===== src/rtl/core/shcf_pkg.sv =====
// Shared types and constants of the strip hit cluster finder.
// No dependencies; compile first.
package shcf_pkg;

	// Readout geometry: strips per chip and chips per front end.
	localparam int unsigned STRIPS_PER_CHIP = 254;
	localparam int unsigned CHIPS           = 8;

	localparam int unsigned WIDTH_W   = 12;
	localparam logic [WIDTH_W-1:0] WIDTH_MAX = '1;

	typedef struct packed {
		logic [3:0] front_end;
		logic       layer;
		logic [3:0] chip;
		logic [7:0] strip;
		logic       hit;
		logic       end_of_layer;
	} hit_item_t;

	typedef struct packed {
		logic [3:0]         cluster_front_end;
		logic               cluster_layer;
		logic [3:0]         start_chip;
		logic [7:0]         start_strip;
		logic [WIDTH_W-1:0] cluster_width;
	} cluster_t;

	// Run tracker status for one processed item.
	typedef struct packed {
		logic     emit;
		cluster_t cluster;
	} trk_res_t;

endpackage


===== src/rtl/core/shcf_ifs.sv =====
// Valid/ready channel interfaces of the strip hit cluster finder.
// Depends on nothing; the payload widths follow shcf_pkg field widths.
interface shcf_hit_if;
	logic       valid;
	logic       ready;
	logic [3:0] front_end;
	logic       layer;
	logic [3:0] chip;
	logic [7:0] strip;
	logic       hit;
	logic       end_of_layer;

	modport source (output valid, front_end, layer, chip, strip, hit, end_of_layer,
		input ready);
	modport sink (input valid, front_end, layer, chip, strip, hit, end_of_layer,
		output ready);
endinterface

interface shcf_cluster_if;
	logic        valid;
	logic        ready;
	logic [3:0]  cluster_front_end;
	logic        cluster_layer;
	logic [3:0]  start_chip;
	logic [7:0]  start_strip;
	logic [11:0] cluster_width;

	modport source (output valid, cluster_front_end, cluster_layer, start_chip,
		start_strip, cluster_width, input ready);
	modport sink (input valid, cluster_front_end, cluster_layer, start_chip,
		start_strip, cluster_width, output ready);
endinterface


===== src/rtl/core/shcf_run_tracker.sv =====
// Run tracker: open-run state and the cluster decision for one strip item.
// Depends on shcf_pkg.
module shcf_run_tracker import shcf_pkg::*; (
	input  logic      clk,
	input  logic      arst_n,
	input  logic      step,
	input  hit_item_t item,
	output trk_res_t  res
);

	logic               in_run_q;
	logic [3:0]         run_chip_q;
	logic [7:0]         run_strip_q;
	logic [WIDTH_W-1:0] run_width_q;

	logic               chip_ok;
	logic               strip_ok;
	logic               hit_ok;
	logic               clear_run;
	logic [3:0]         nxt_chip;
	logic [7:0]         nxt_strip;
	logic [WIDTH_W-1:0] nxt_width;

	// out-of-range strips count as non-fired
	assign chip_ok  = {1'b0, item.chip} < 5'(CHIPS);
	assign strip_ok = {1'b0, item.strip} < 9'(STRIPS_PER_CHIP);
	assign hit_ok   = item.hit && chip_ok && strip_ok;

	always_comb begin
		nxt_chip  = run_chip_q;
		nxt_strip = run_strip_q;
		nxt_width = run_width_q;
		res.emit  = 1'b0;
		if (hit_ok) begin
			if (!in_run_q) begin
				nxt_chip  = item.chip;
				nxt_strip = item.strip;
				nxt_width = WIDTH_W'(1);
			end else if (run_width_q != WIDTH_MAX) begin
				nxt_width = run_width_q + WIDTH_W'(1);
			end
			res.emit = item.end_of_layer;
		end else begin
			res.emit = in_run_q;
		end
		res.cluster.cluster_front_end = item.front_end;
		res.cluster.cluster_layer     = item.layer;
		res.cluster.start_chip        = nxt_chip;
		res.cluster.start_strip       = nxt_strip;
		res.cluster.cluster_width     = nxt_width;
	end

	assign clear_run = res.emit || item.end_of_layer;

	always_ff @(posedge clk or negedge arst_n) begin
		if (!arst_n) begin
			in_run_q    <= 1'b0;
			run_chip_q  <= '0;
			run_strip_q <= '0;
			run_width_q <= '0;
		end else if (step) begin
			if (clear_run) begin
				in_run_q    <= 1'b0;
				run_chip_q  <= '0;
				run_strip_q <= '0;
				run_width_q <= '0;
			end else if (hit_ok) begin
				in_run_q    <= 1'b1;
				run_chip_q  <= nxt_chip;
				run_strip_q <= nxt_strip;
				run_width_q <= nxt_width;
			end
		end
	end

endmodule


===== src/rtl/core/strip_hit_cluster_finder_top.sv =====
// Top level of the strip hit cluster finder.
// Depends on shcf_pkg, shcf_ifs (channel interfaces) and shcf_run_tracker.
//
// Usage:
//   hits     : sink channel, one strip bit per request, ordered by layer,
//              chip, then strip. end_of_layer marks the layer's last strip.
//   clusters : source channel, one request per finished cluster: closing
//              item's front end and layer, start chip, start strip, width.
//   A run of fired strips is one cluster, even across chip boundaries. It
//   closes on the first non-fired strip, or on the layer's last strip; the
//   layer's last strip always clears the tracker, so layers never merge.
//   Strips outside CHIPS x STRIPS_PER_CHIP read as non-fired. Width
//   saturates at 4095.
// Timing:
//   Input register (_s1), then the tracker logic, then the output register.
//   The closing request is held in _s1, then its cluster in the output register.
//   One request per cycle is taken, sustained, unless clusters stalls.
// Reset:
//   arst_n clears the pipeline valids and the run tracker; no run is open.
// Stall:
//   While clusters.ready is low with a cluster pending, the input register
//   holds and hits.ready drops once it is full; nothing is lost or repeated.
module strip_hit_cluster_finder_top import shcf_pkg::*; (
	input  logic           clk,
	input  logic           arst_n,
	shcf_hit_if.sink       hits,
	shcf_cluster_if.source clusters
);

	hit_item_t item_s1;
	logic      valid_s1_q;
	cluster_t  cluster_q;
	logic      out_valid_q;
	logic      advance;
	logic      step;
	trk_res_t  trk_res;

	// The input stage moves whenever the output register is free or emptying.
	assign advance     = !out_valid_q || clusters.ready;
	assign hits.ready  = !valid_s1_q || advance;
	assign step        = valid_s1_q && advance;

	always_ff @(posedge clk or negedge arst_n) begin
		if (!arst_n) begin
			valid_s1_q <= 1'b0;
		end else if (hits.ready) begin
			valid_s1_q <= hits.valid;
		end
	end

	// payload register, no reset needed
	always_ff @(posedge clk) begin
		if (hits.ready && hits.valid) begin
			item_s1.front_end    <= hits.front_end;
			item_s1.layer        <= hits.layer;
			item_s1.chip         <= hits.chip;
			item_s1.strip        <= hits.strip;
			item_s1.hit          <= hits.hit;
			item_s1.end_of_layer <= hits.end_of_layer;
		end
	end

	shcf_run_tracker u_tracker (
		.clk    (clk),
		.arst_n (arst_n),
		.step   (step),
		.item   (item_s1),
		.res    (trk_res)
	);

	always_ff @(posedge clk or negedge arst_n) begin
		if (!arst_n) begin
			out_valid_q <= 1'b0;
		end else if (advance) begin
			out_valid_q <= step && trk_res.emit;
		end
	end

	always_ff @(posedge clk) begin
		if (step && trk_res.emit) begin
			cluster_q <= trk_res.cluster;
		end
	end

	assign clusters.valid             = out_valid_q;
	assign clusters.cluster_front_end = cluster_q.cluster_front_end;
	assign clusters.cluster_layer     = cluster_q.cluster_layer;
	assign clusters.start_chip        = cluster_q.start_chip;
	assign clusters.start_strip       = cluster_q.start_strip;
	assign clusters.cluster_width     = cluster_q.cluster_width;

endmodule


===== src/flat_wrapper.sv =====
// flat-port wrapper written by rule: the top's interface ports become plain ports
module strip_hit_cluster_finder_top_flat import shcf_pkg::*;
  (clk, arst_n, hits_valid, hits_front_end, hits_layer, hits_chip, hits_strip, hits_hit, hits_end_of_layer, hits_ready, clusters_valid, clusters_cluster_front_end, clusters_cluster_layer, clusters_start_chip, clusters_start_strip, clusters_cluster_width, clusters_ready);
  shcf_hit_if hits_i ();
  shcf_cluster_if clusters_i ();
  input  logic clk;
  input  logic arst_n;
  input wire logic [$bits(hits_i.valid)-1:0] hits_valid;
  input wire logic [$bits(hits_i.front_end)-1:0] hits_front_end;
  input wire logic [$bits(hits_i.layer)-1:0] hits_layer;
  input wire logic [$bits(hits_i.chip)-1:0] hits_chip;
  input wire logic [$bits(hits_i.strip)-1:0] hits_strip;
  input wire logic [$bits(hits_i.hit)-1:0] hits_hit;
  input wire logic [$bits(hits_i.end_of_layer)-1:0] hits_end_of_layer;
  output wire logic [$bits(hits_i.ready)-1:0] hits_ready;
  output wire logic [$bits(clusters_i.valid)-1:0] clusters_valid;
  output wire logic [$bits(clusters_i.cluster_front_end)-1:0] clusters_cluster_front_end;
  output wire logic [$bits(clusters_i.cluster_layer)-1:0] clusters_cluster_layer;
  output wire logic [$bits(clusters_i.start_chip)-1:0] clusters_start_chip;
  output wire logic [$bits(clusters_i.start_strip)-1:0] clusters_start_strip;
  output wire logic [$bits(clusters_i.cluster_width)-1:0] clusters_cluster_width;
  input wire logic [$bits(clusters_i.ready)-1:0] clusters_ready;
  assign hits_i.valid = hits_valid;
  assign hits_i.front_end = hits_front_end;
  assign hits_i.layer = hits_layer;
  assign hits_i.chip = hits_chip;
  assign hits_i.strip = hits_strip;
  assign hits_i.hit = hits_hit;
  assign hits_i.end_of_layer = hits_end_of_layer;
  assign hits_ready = hits_i.ready;
  assign clusters_valid = clusters_i.valid;
  assign clusters_cluster_front_end = clusters_i.cluster_front_end;
  assign clusters_cluster_layer = clusters_i.cluster_layer;
  assign clusters_start_chip = clusters_i.start_chip;
  assign clusters_start_strip = clusters_i.start_strip;
  assign clusters_cluster_width = clusters_i.cluster_width;
  assign clusters_i.ready = clusters_ready;
  strip_hit_cluster_finder_top u_core (.clk(clk), .arst_n(arst_n), .hits(hits_i), .clusters(clusters_i));
endmodule

===== config.mk =====
export PLATFORM = sky130hd
export DESIGN_NAME = strip_hit_cluster_finder_top_flat
export DESIGN_NICKNAME = d
export VERILOG_FILES = /design/src/rtl/core/shcf_pkg.sv /design/src/rtl/core/shcf_ifs.sv /design/src/rtl/core/shcf_run_tracker.sv /design/src/rtl/core/strip_hit_cluster_finder_top.sv /design/src/flat_wrapper.sv
export SDC_FILE = /design/constraint.sdc
export NUM_CORES = 1
export LEC_CHECK = 0
export BUFFER_PORTS_ARGS = -buffer_cell sky130_fd_sc_hd__buf_2
export CAP_MARGIN = 30
export CORE_UTILIZATION = 50
export CTS_BUF_LIST = sky130_fd_sc_hd__clkbuf_8
export DETAILED_ROUTE_END_ITERATION = 6
export PLACE_DENSITY = 0.72
export SETUP_SLACK_MARGIN = 0.5
export SYNTH_ARGS = -nofsm -noshare
export SYNTH_HDL_FRONTEND = slang
export SYNTH_SLANG_ARGS = --single-unit

===== constraint.sdc =====
create_clock -name clk -period 2.9 [get_ports clk]
set_input_delay 0.145 -clock clk [delete_from_list [all_inputs] [get_ports clk]]
set_output_delay 0.145 -clock clk [all_outputs]
set_load 0.01 [all_outputs]

==> run summary, run 1 <==
Status: finished, final reports clean
Detail Placement HPWL: 4430 um
Post-synthesis sequential area ratio: 0.611
Worst stage delay on the critical path: 0.76 ns
ANT nets after route: 0
TritonRoute pass-1 iters: 5
Hold Crit Start: clusters_ready
Ys Warns: 0
Worst IR Drop VDD: 488 uV
Rows: 29
Worst path arrival time: 2.43 ns
Footprint of the multi-input gates: 0.00121 mm^2
Die area: 0.00727 mm^2
GRT Overall Usage: 0.222
Io pins: 54
Layout Nets: 384
First DRT Iteration DRCs: 195
Pin count of the biggest net entering global routing: 28
Slew @ Worst Pin: 0.817 ns
Storage cell area: 0.00212 mm^2
RR Endpoint: u_core.u_tracker.run_chip_q[2]
Core area: 0.00653 mm^2
Number of remaining DRC errors: 0
Clock skew: 0.00558 ns
CP Capture Type: register
Worst reg-to-reg path cell count: 5
Pwr per Cell Area: 568 mW/mm^2
Final Critical Period: 2.17 ns
CP Cell Sequence: nand2b_1 -> nand2_1 -> nor2_1 -> a32oi_1 -> o21ai_0
Asr flop ratio synth: 0.360
Num CTS Buffers: 9
Final Cycle Share: 0.747
P_leak: 1.60 nW
WL/cell: 16.7 um
Post-CTS Resized: 0
CP Launch Type: register
Grt ovf: 0
EDFF count, synth: 48
CTS root buf: clkbuf_8
Via/cell ratio: 5.85
# clock sinks: 75
Synthesized instance count: 286
Diode count: 0
CP bufs+invs: 0
Die width: 85.3 um
Netlist cell types: 50
Critical path's top delay family: simple AND/OR/NAND/NOR gates
Worst EP required: 3.17 ns
Area growth syn-to-layout: 20.3%
Commonest cells after routing, fill and taps aside: buf_2, edfxtp_1, nand2_1, dfrtp_1, nand3_1
Worst hold path endpoint: u_core.clusters.valid
CTS tree: yes
Vias in the first global route: 2532
Starting Density: 0.531
Vias: 2585
Slew Viols, Final: 0
Setup violators final: 0
Total of max-cap violations: 0
Input/output buffers: 53
Initial antenna violation count: 0
Clk_lat worst skew: 0.35 ns
Min-delay worst type: in -> reg
Mapped Area: 0.00347 mm^2
Syn nets: 310
Setup slack, reg-to-reg: 0.73 ns
Syn Area/Cell: 12.1 um^2
First-pass GRT wire length: 12000 um
Final hold vios: 0
CTS Buffer Depth: 2
TNS Setup: 0 ns
Placer Congestion: 0.893
# H-tree levels: 3
Critical path class: reg -> reg
Final Routed Wirelength: 7380 um
Worst-path clk slew: 0.08 ns
#FFs+latches synth: 75
Final Power: 2.37 mW
Ys flop type: edfxtp_1
Launching point of the worst reg2reg path: u_core.clusters.valid
Height of the chip: 85.3 um
Slowest cell on crit path: nor2_1
RSZ-0062 raised after global routing: false
Max-slew headroom at the worst pin: 0.455
Commonest non-fill, non-tap cell in the layout: buf_2
Layout cell share with drive strength beyond 1: 0.263
Fill cells: 507
Hold Path Cell Cnt: 3
Critical path peak fanout: 20
Highest Clock Rate: 0.461 GHz
-- kinds of logic after synthesis --
family,count (synthesis),synth area share
muxes,15,0.0473
AOI/OAI and AO/OA,66,0.130
and+or+nand+nor,99,0.154
DFF,75,0.611
xor gates and xnor gates,6,0.0152
adders and majority gates,1,0.00361
buffers and inverters,24,0.0393
-- sequential cells by signal, indices dropped and copies added (netlist names), 4 cells and up --
signal / count
u_core.clusters.cluster_width: 12
u_core.clusters.cluster_front_end: 4
u_core.clusters.start_strip: 8
u_core.u_tracker.run_chip_q: 4
u_core.u_tracker.run_width_q: 12
u_core.u_tracker.run_strip_q: 8
u_core.clusters.start_chip: 4
u_core.item_s1: 19
-- synth_stat cells, types with 2 or more instances --
library cell  instances  area [um^2]
inv_1                 5         18.8
nor2_1               12         45.0
a21oi_1              16         80.1
and4_1                3         26.3
o311ai_0              2         17.5
dfrtp_1              27          676
nor4_1                4         25.0
and3_1                4         25.0
nand2_1              27          101
nand4_1               4         25.0
buf_2                 7         35.0
nand3_1              24          120
or2_2                 2         12.5
a22oi_1              10         75.1
nor2b_1               2         12.5
a31oi_1               5         31.3
clkbuf_1              7         26.3
mux2_2               11          124
o21a_1                2         15.0
o21ai_0               9         45.0
edfxtp_1             48         1440
xnor2_1               5         43.8
nand2b_1              5         31.3
buf_6                 5         56.3
nor2_2                2         12.5
a21o_1                2         15.0
o211ai_1             10         75.1
mux2i_1               4         40.0
-- how the worst max path moves through the flow --
| stage | slack, ns | start | depth (start not counted) | end |
|---|---|---|---|---|
| 2_1_floorplan | 0.71 | u_core.item_s1[3] | 5 | u_core.clusters.cluster_front_end[0] |
| 3_3_place_gp | 0.80 | u_core.clusters.valid | 5 | u_core.u_tracker.run_chip_q[1] |
| 3_5_place_dp | 0.71 | u_core.clusters.valid | 5 | u_core.u_tracker.run_chip_q[2] |
| 4_1_cts | 0.70 | u_core.clusters.valid | 5 | u_core.u_tracker.run_chip_q[2] |
| 5_1_grt | 0.50 | u_core.clusters.valid | 5 | u_core.u_tracker.run_chip_q[0] |
| 6_report | 0.73 | u_core.clusters.valid | 5 | u_core.u_tracker.run_chip_q[2] |
-- worst register-to-register path: stages (launching register included) --
cell and delay (ns):
dfrtp_1 0.38, nand2b_1 0.12, nand2_1 0.42, nor2_1 0.76, a32oi_1 0.19, o21ai_0 0.20
-- metal layers --
layer | track usage | up-vias | routed length, um
met5 | 0 | - | 0
met4 | 0.0955 | 0 | 170
met3 | 0.0574 | 18 | 385
met2 | 0.380 | 97 | 3790
met1 | 0.266 | 1246 | 3030
li1 | - | 1224 | -
-- through the flow --
stage | worst slack [ns] | utilization | std cells | hold WS (ns) | area [um^2]
2_1_floorplan | 0.713 | - | 286 | -0.151 | 3470
3_3_place_gp | 0.801 | 0.578 | 405 | 0.204 | 3770
3_5_place_dp | 0.712 | 0.578 | 405 | 0.202 | 3770
4_1_cts | 0.703 | 0.638 | 442 | 0.157 | 4170
5_1_grt | 0.504 | 0.638 | 442 | 0.223 | 4170
6_report | 0.732 | 0.638 | 442 | 0.153 | 4170
-- layout make-up --
| class | instances | area share |
|---|---|---|
| Clock inverter | 7 | 0.0147 |
| Multi-Input combinational cell | 187 | 0.292 |
| Inverter | 5 | 0.00450 |
| Sequential cell | 75 | 0.508 |
| Timing Repair Buffer | 82 | 0.128 |
| Clock buffer | 9 | 0.0297 |
| Tap cell | 77 | 0.0231 |
-- where the power goes --
group / internal (mW) / switching, mW
clock network: 0.387 / 0.383
logic: 0.136 / 0.166
registers: 1.24 / 0.0589
-- repair_timing --
action | in CTS | in global routing
buffers inserted | 0 | 0
hold buffers | 21 | 0
hold endpoints to repair | 47 | 0
No activity file was read; power rests on OpenSTA's default activity.
==> run 2: changes to the inputs <==
PLACE_DENSITY = 0.74   (was 0.72)
clock period = 1.75 ns   (was 2.9 ns; I/O delays follow)
==> run summary, run 2 (synthesized netlist as in run 1, its figures left out) <==
Status: complete, but fails checks (was finished, final reports clean)
Failing checks: negative setup slack
Storage cell area: 0.00212 mm^2 (about the same)
Largest reg by FF count: u_core.item_s1 (unchanged)
Met1 usage: 0.356 (was 0.266)
Worst-path clk slew: 0.09 ns (was 0.08 ns)
Highest Clock Rate: 0.546 GHz (was 0.461 GHz)
NetSw: 1.27 mW (was 0.607 mW)
Min-delay worst type: in -> reg (unchanged)
RR Endpoint: u_core.u_tracker.run_width_q[10] (was u_core.u_tracker.run_chip_q[2])
GRT Overall Usage: 0.285 (was 0.222)
Slowest cell on crit path: edfxtp_1 (was nor2_1)
Placer Congestion: 0.905 (was 0.893)
Core area: 0.00653 mm^2 (unchanged)
RSZ-0062 raised after global routing: true (was false)
Final Routed Wirelength: 11200 um (was 7380 um)
Critical path's top delay family: simple AND/OR/NAND/NOR gates (unchanged)
Fill cells: 308 (was 507)
Area growth syn-to-layout: 57.4% (was 20.3%)
Hold_ws: 0.0483 ns (was 0.153 ns)
CP bufs+invs: 3 (was 0)
# H-tree levels: 3 (unchanged)
ANT nets after route: 0 (unchanged)
Worst EP required: 2.06 ns (was 3.17 ns)
Pint: 3.32 mW (was 1.76 mW)
Most used routing layer in global routing: met2 (unchanged)
Via/cell ratio: 6.24 (was 5.85)
Max-slew headroom at the worst pin: 0.553 (was 0.455)
Logic gate share of total power: 0.186 (was 0.127)
Vias in the first global route: 3065 (was 2532)
Number of flip-flops in the largest register: 19 (unchanged)
# clock sinks: 75 (unchanged)
Slew Viols, Final: 0 (unchanged)
Fin cells: 518 (was 442)
Seq pwr share: 0.472 (was 0.547)
P_leak: 2.17 nW (was 1.60 nW)
WL/cell: 21.5 um (was 16.7 um)
CTS Buffer Depth: 2 (unchanged)
Starting Density: 0.531 (unchanged)
Worst reg-to-reg path cell count: 8 (was 5)
Worst setup path end: u_core.u_tracker.run_width_q[10] (was u_core.u_tracker.run_chip_q[2])
Input/output buffers: 53 (unchanged)
Setup violators final: 18 (was 0)
Layout Nets: 460 (was 384)
Die area: 0.00727 mm^2 (unchanged)
Clock power share: 0.342 (was 0.325)
CP Launch Type: register (unchanged)
Pin count of the biggest net entering global routing: 28 (unchanged)
Die width: 85.3 um (unchanged)
Launching point of the worst reg2reg path: u_core.item_s1[8] (was u_core.clusters.valid)
Setup ws final: -0.0829 ns (was 0.732 ns)
CTS root buf: clkbuf_8 (unchanged)
Final Critical Period: 1.83 ns (was 2.17 ns)
Worst stage delay on the critical path: 0.46 ns (was 0.76 ns)
Clock skew: 0.0102 ns (was 0.00558 ns)
Switching share of power: 0.277 (was 0.257)
Num CTS Buffers: 9 (unchanged)
First DRT Iteration DRCs: 299 (was 195)
Setup slack, reg-to-reg: -0.08 ns (was 0.73 ns)
TritonRoute pass-1 iters: 5 (unchanged)
Grt met3 use: 0.0632 (was 0.0574)
Pwr per Cell Area: 841 mW/mm^2 (was 568 mW/mm^2)
Number of remaining DRC errors: 0 (unchanged)
CTS tree: yes (unchanged)
Final Cycle Share: 1.05 (was 0.747)
Grt ovf: 0 (unchanged)
Commonest cells after routing, fill and taps aside: buf_2, buf_4, edfxtp_1 (was buf_2, edfxtp_1, nand2_1, dfrtp_1, nand3_1)
Diode count: 0 (unchanged)
Final hold vios: 0 (unchanged)
Detail Placement HPWL: 4930 um (was 4430 um)
TNS Setup: -0.266 ns (was 0 ns)
Critical path peak fanout: 13 (was 20)
Vias: 3230 (was 2585)
First-pass GRT wire length: 15300 um (was 12000 um)
CP startpoint: u_core.item_s1[8] (was u_core.clusters.valid)
GRT met2 Usage: 0.464 (was 0.380)
Crit. path cell count: 8 (was 5)
Initial antenna violation count: 0 (unchanged)
Worst IR Drop VDD: 632 uV (was 488 uV)
CP Capture Type: register (unchanged)
Slew @ Worst Pin: 0.671 ns (was 0.817 ns)
Layout cell share with drive strength beyond 1: 0.531 (was 0.263)
Io pins: 54 (unchanged)
CP Cell Sequence: nand3_2 -> buf_4 -> o21ai_4 -> buf_12 -> buf_8 -> or3_1 -> a21oi_1 -> a31o_1 (was nand2b_1 -> nand2_1 -> nor2_1 -> a32oi_1 -> o21ai_0)
Worst path arrival time: 2.14 ns (was 2.43 ns)
Critical path class: reg -> reg (unchanged)
Dpl cells: 436 (was 405)
Total of max-cap violations: 0 (unchanged)
Rows: 29 (unchanged)
Commonest non-fill, non-tap cell in the layout: buf_2 (unchanged)
Footprint of the multi-input gates: 0.00168 mm^2 (was 0.00121 mm^2)
Clk_lat worst skew: 0.37 ns (was 0.35 ns)
Height of the chip: 85.3 um (unchanged)
## run 2: cell types whose count changed in the layout (fill, tap and decap cells not counted), sizes merged, moves of 2 or more
cell      previous run  this run
and2                 1         4
buf                 61       133
inv                  7         9
clkinvlp             2         0
## run 2: worst reg2reg max path: stages (launching register included)
cell and delay [ns]:
edfxtp_1 0.46, nand3_2 0.12, buf_4 0.12, o21ai_4 0.05
buf_12 0.14, buf_8 0.15, or3_1 0.40, a21oi_1 0.18
a31o_1 0.14
## run 2: routing by layer
metal / wire (um) / up-vias
li1: - / 1391
met1: 4390 / 1562
met2: 5440 / 234
met3: 974 / 43
met4: 357 / 0
met5: 0 / -
## run 2: what timing repair did
item,CTS,global route
gates cloned,6,1
endpoints found under the hold margin,46,0
setup endpoints to repair,99,99
hold buffers,20,0
pin swaps,23,23
buffers inserted,28,11
resized for setup,46,50
## run 2: final cells by class
type                    count  share of cell area
clock inverters             7              0.0195
multi-input cells         191               0.308
inverters                   5             0.00344
repair buffers            154               0.240
well taps                  77              0.0177
flip-flops and latches     75               0.389
clock buffers               9              0.0227
## run 2: how the worst min path moves through the flow
stage	startpoint	to	cells after the start
after detailed placement	arst_n	u_core.u_tracker.run_width_q[6]	1
final	hits_valid	u_core.valid_s1_q	2
after CTS	hits_valid	u_core.valid_s1_q	2
after global placement	arst_n	u_core.u_tracker.run_width_q[6]	1
after floorplan	arst_n	u_core.clusters.valid	0
after global routing	hits_valid	u_core.valid_s1_q	2
## run 2: power groups by stage
stage	combinational (mW)	sequential [mW]	clock [mW]
6_report	0.851	2.17	1.57
5_1_grt	0.892	2.18	1.65
4_1_cts	0.747	2.15	1.55
3_5_place_dp	0.582	2.18	0
3_3_place_gp	0.561	2.17	0
2_1_floorplan	0.348	2.18	0
## run 2: through the flow
stage | utilization | instance area [um^2] | worst slack (ns) | power (mW)
detailed placement | 0.641 | 4190 | -0.229 | 2.76
global route | 0.835 | 5460 | -0.136 | 4.71
CTS | 0.785 | 5120 | 0.0165 | 4.45
global placement | 0.641 | 4190 | -0.168 | 2.73
floorplan | - | 3640 | -0.112 | 2.53
finish | 0.835 | 5460 | -0.0829 | 4.59
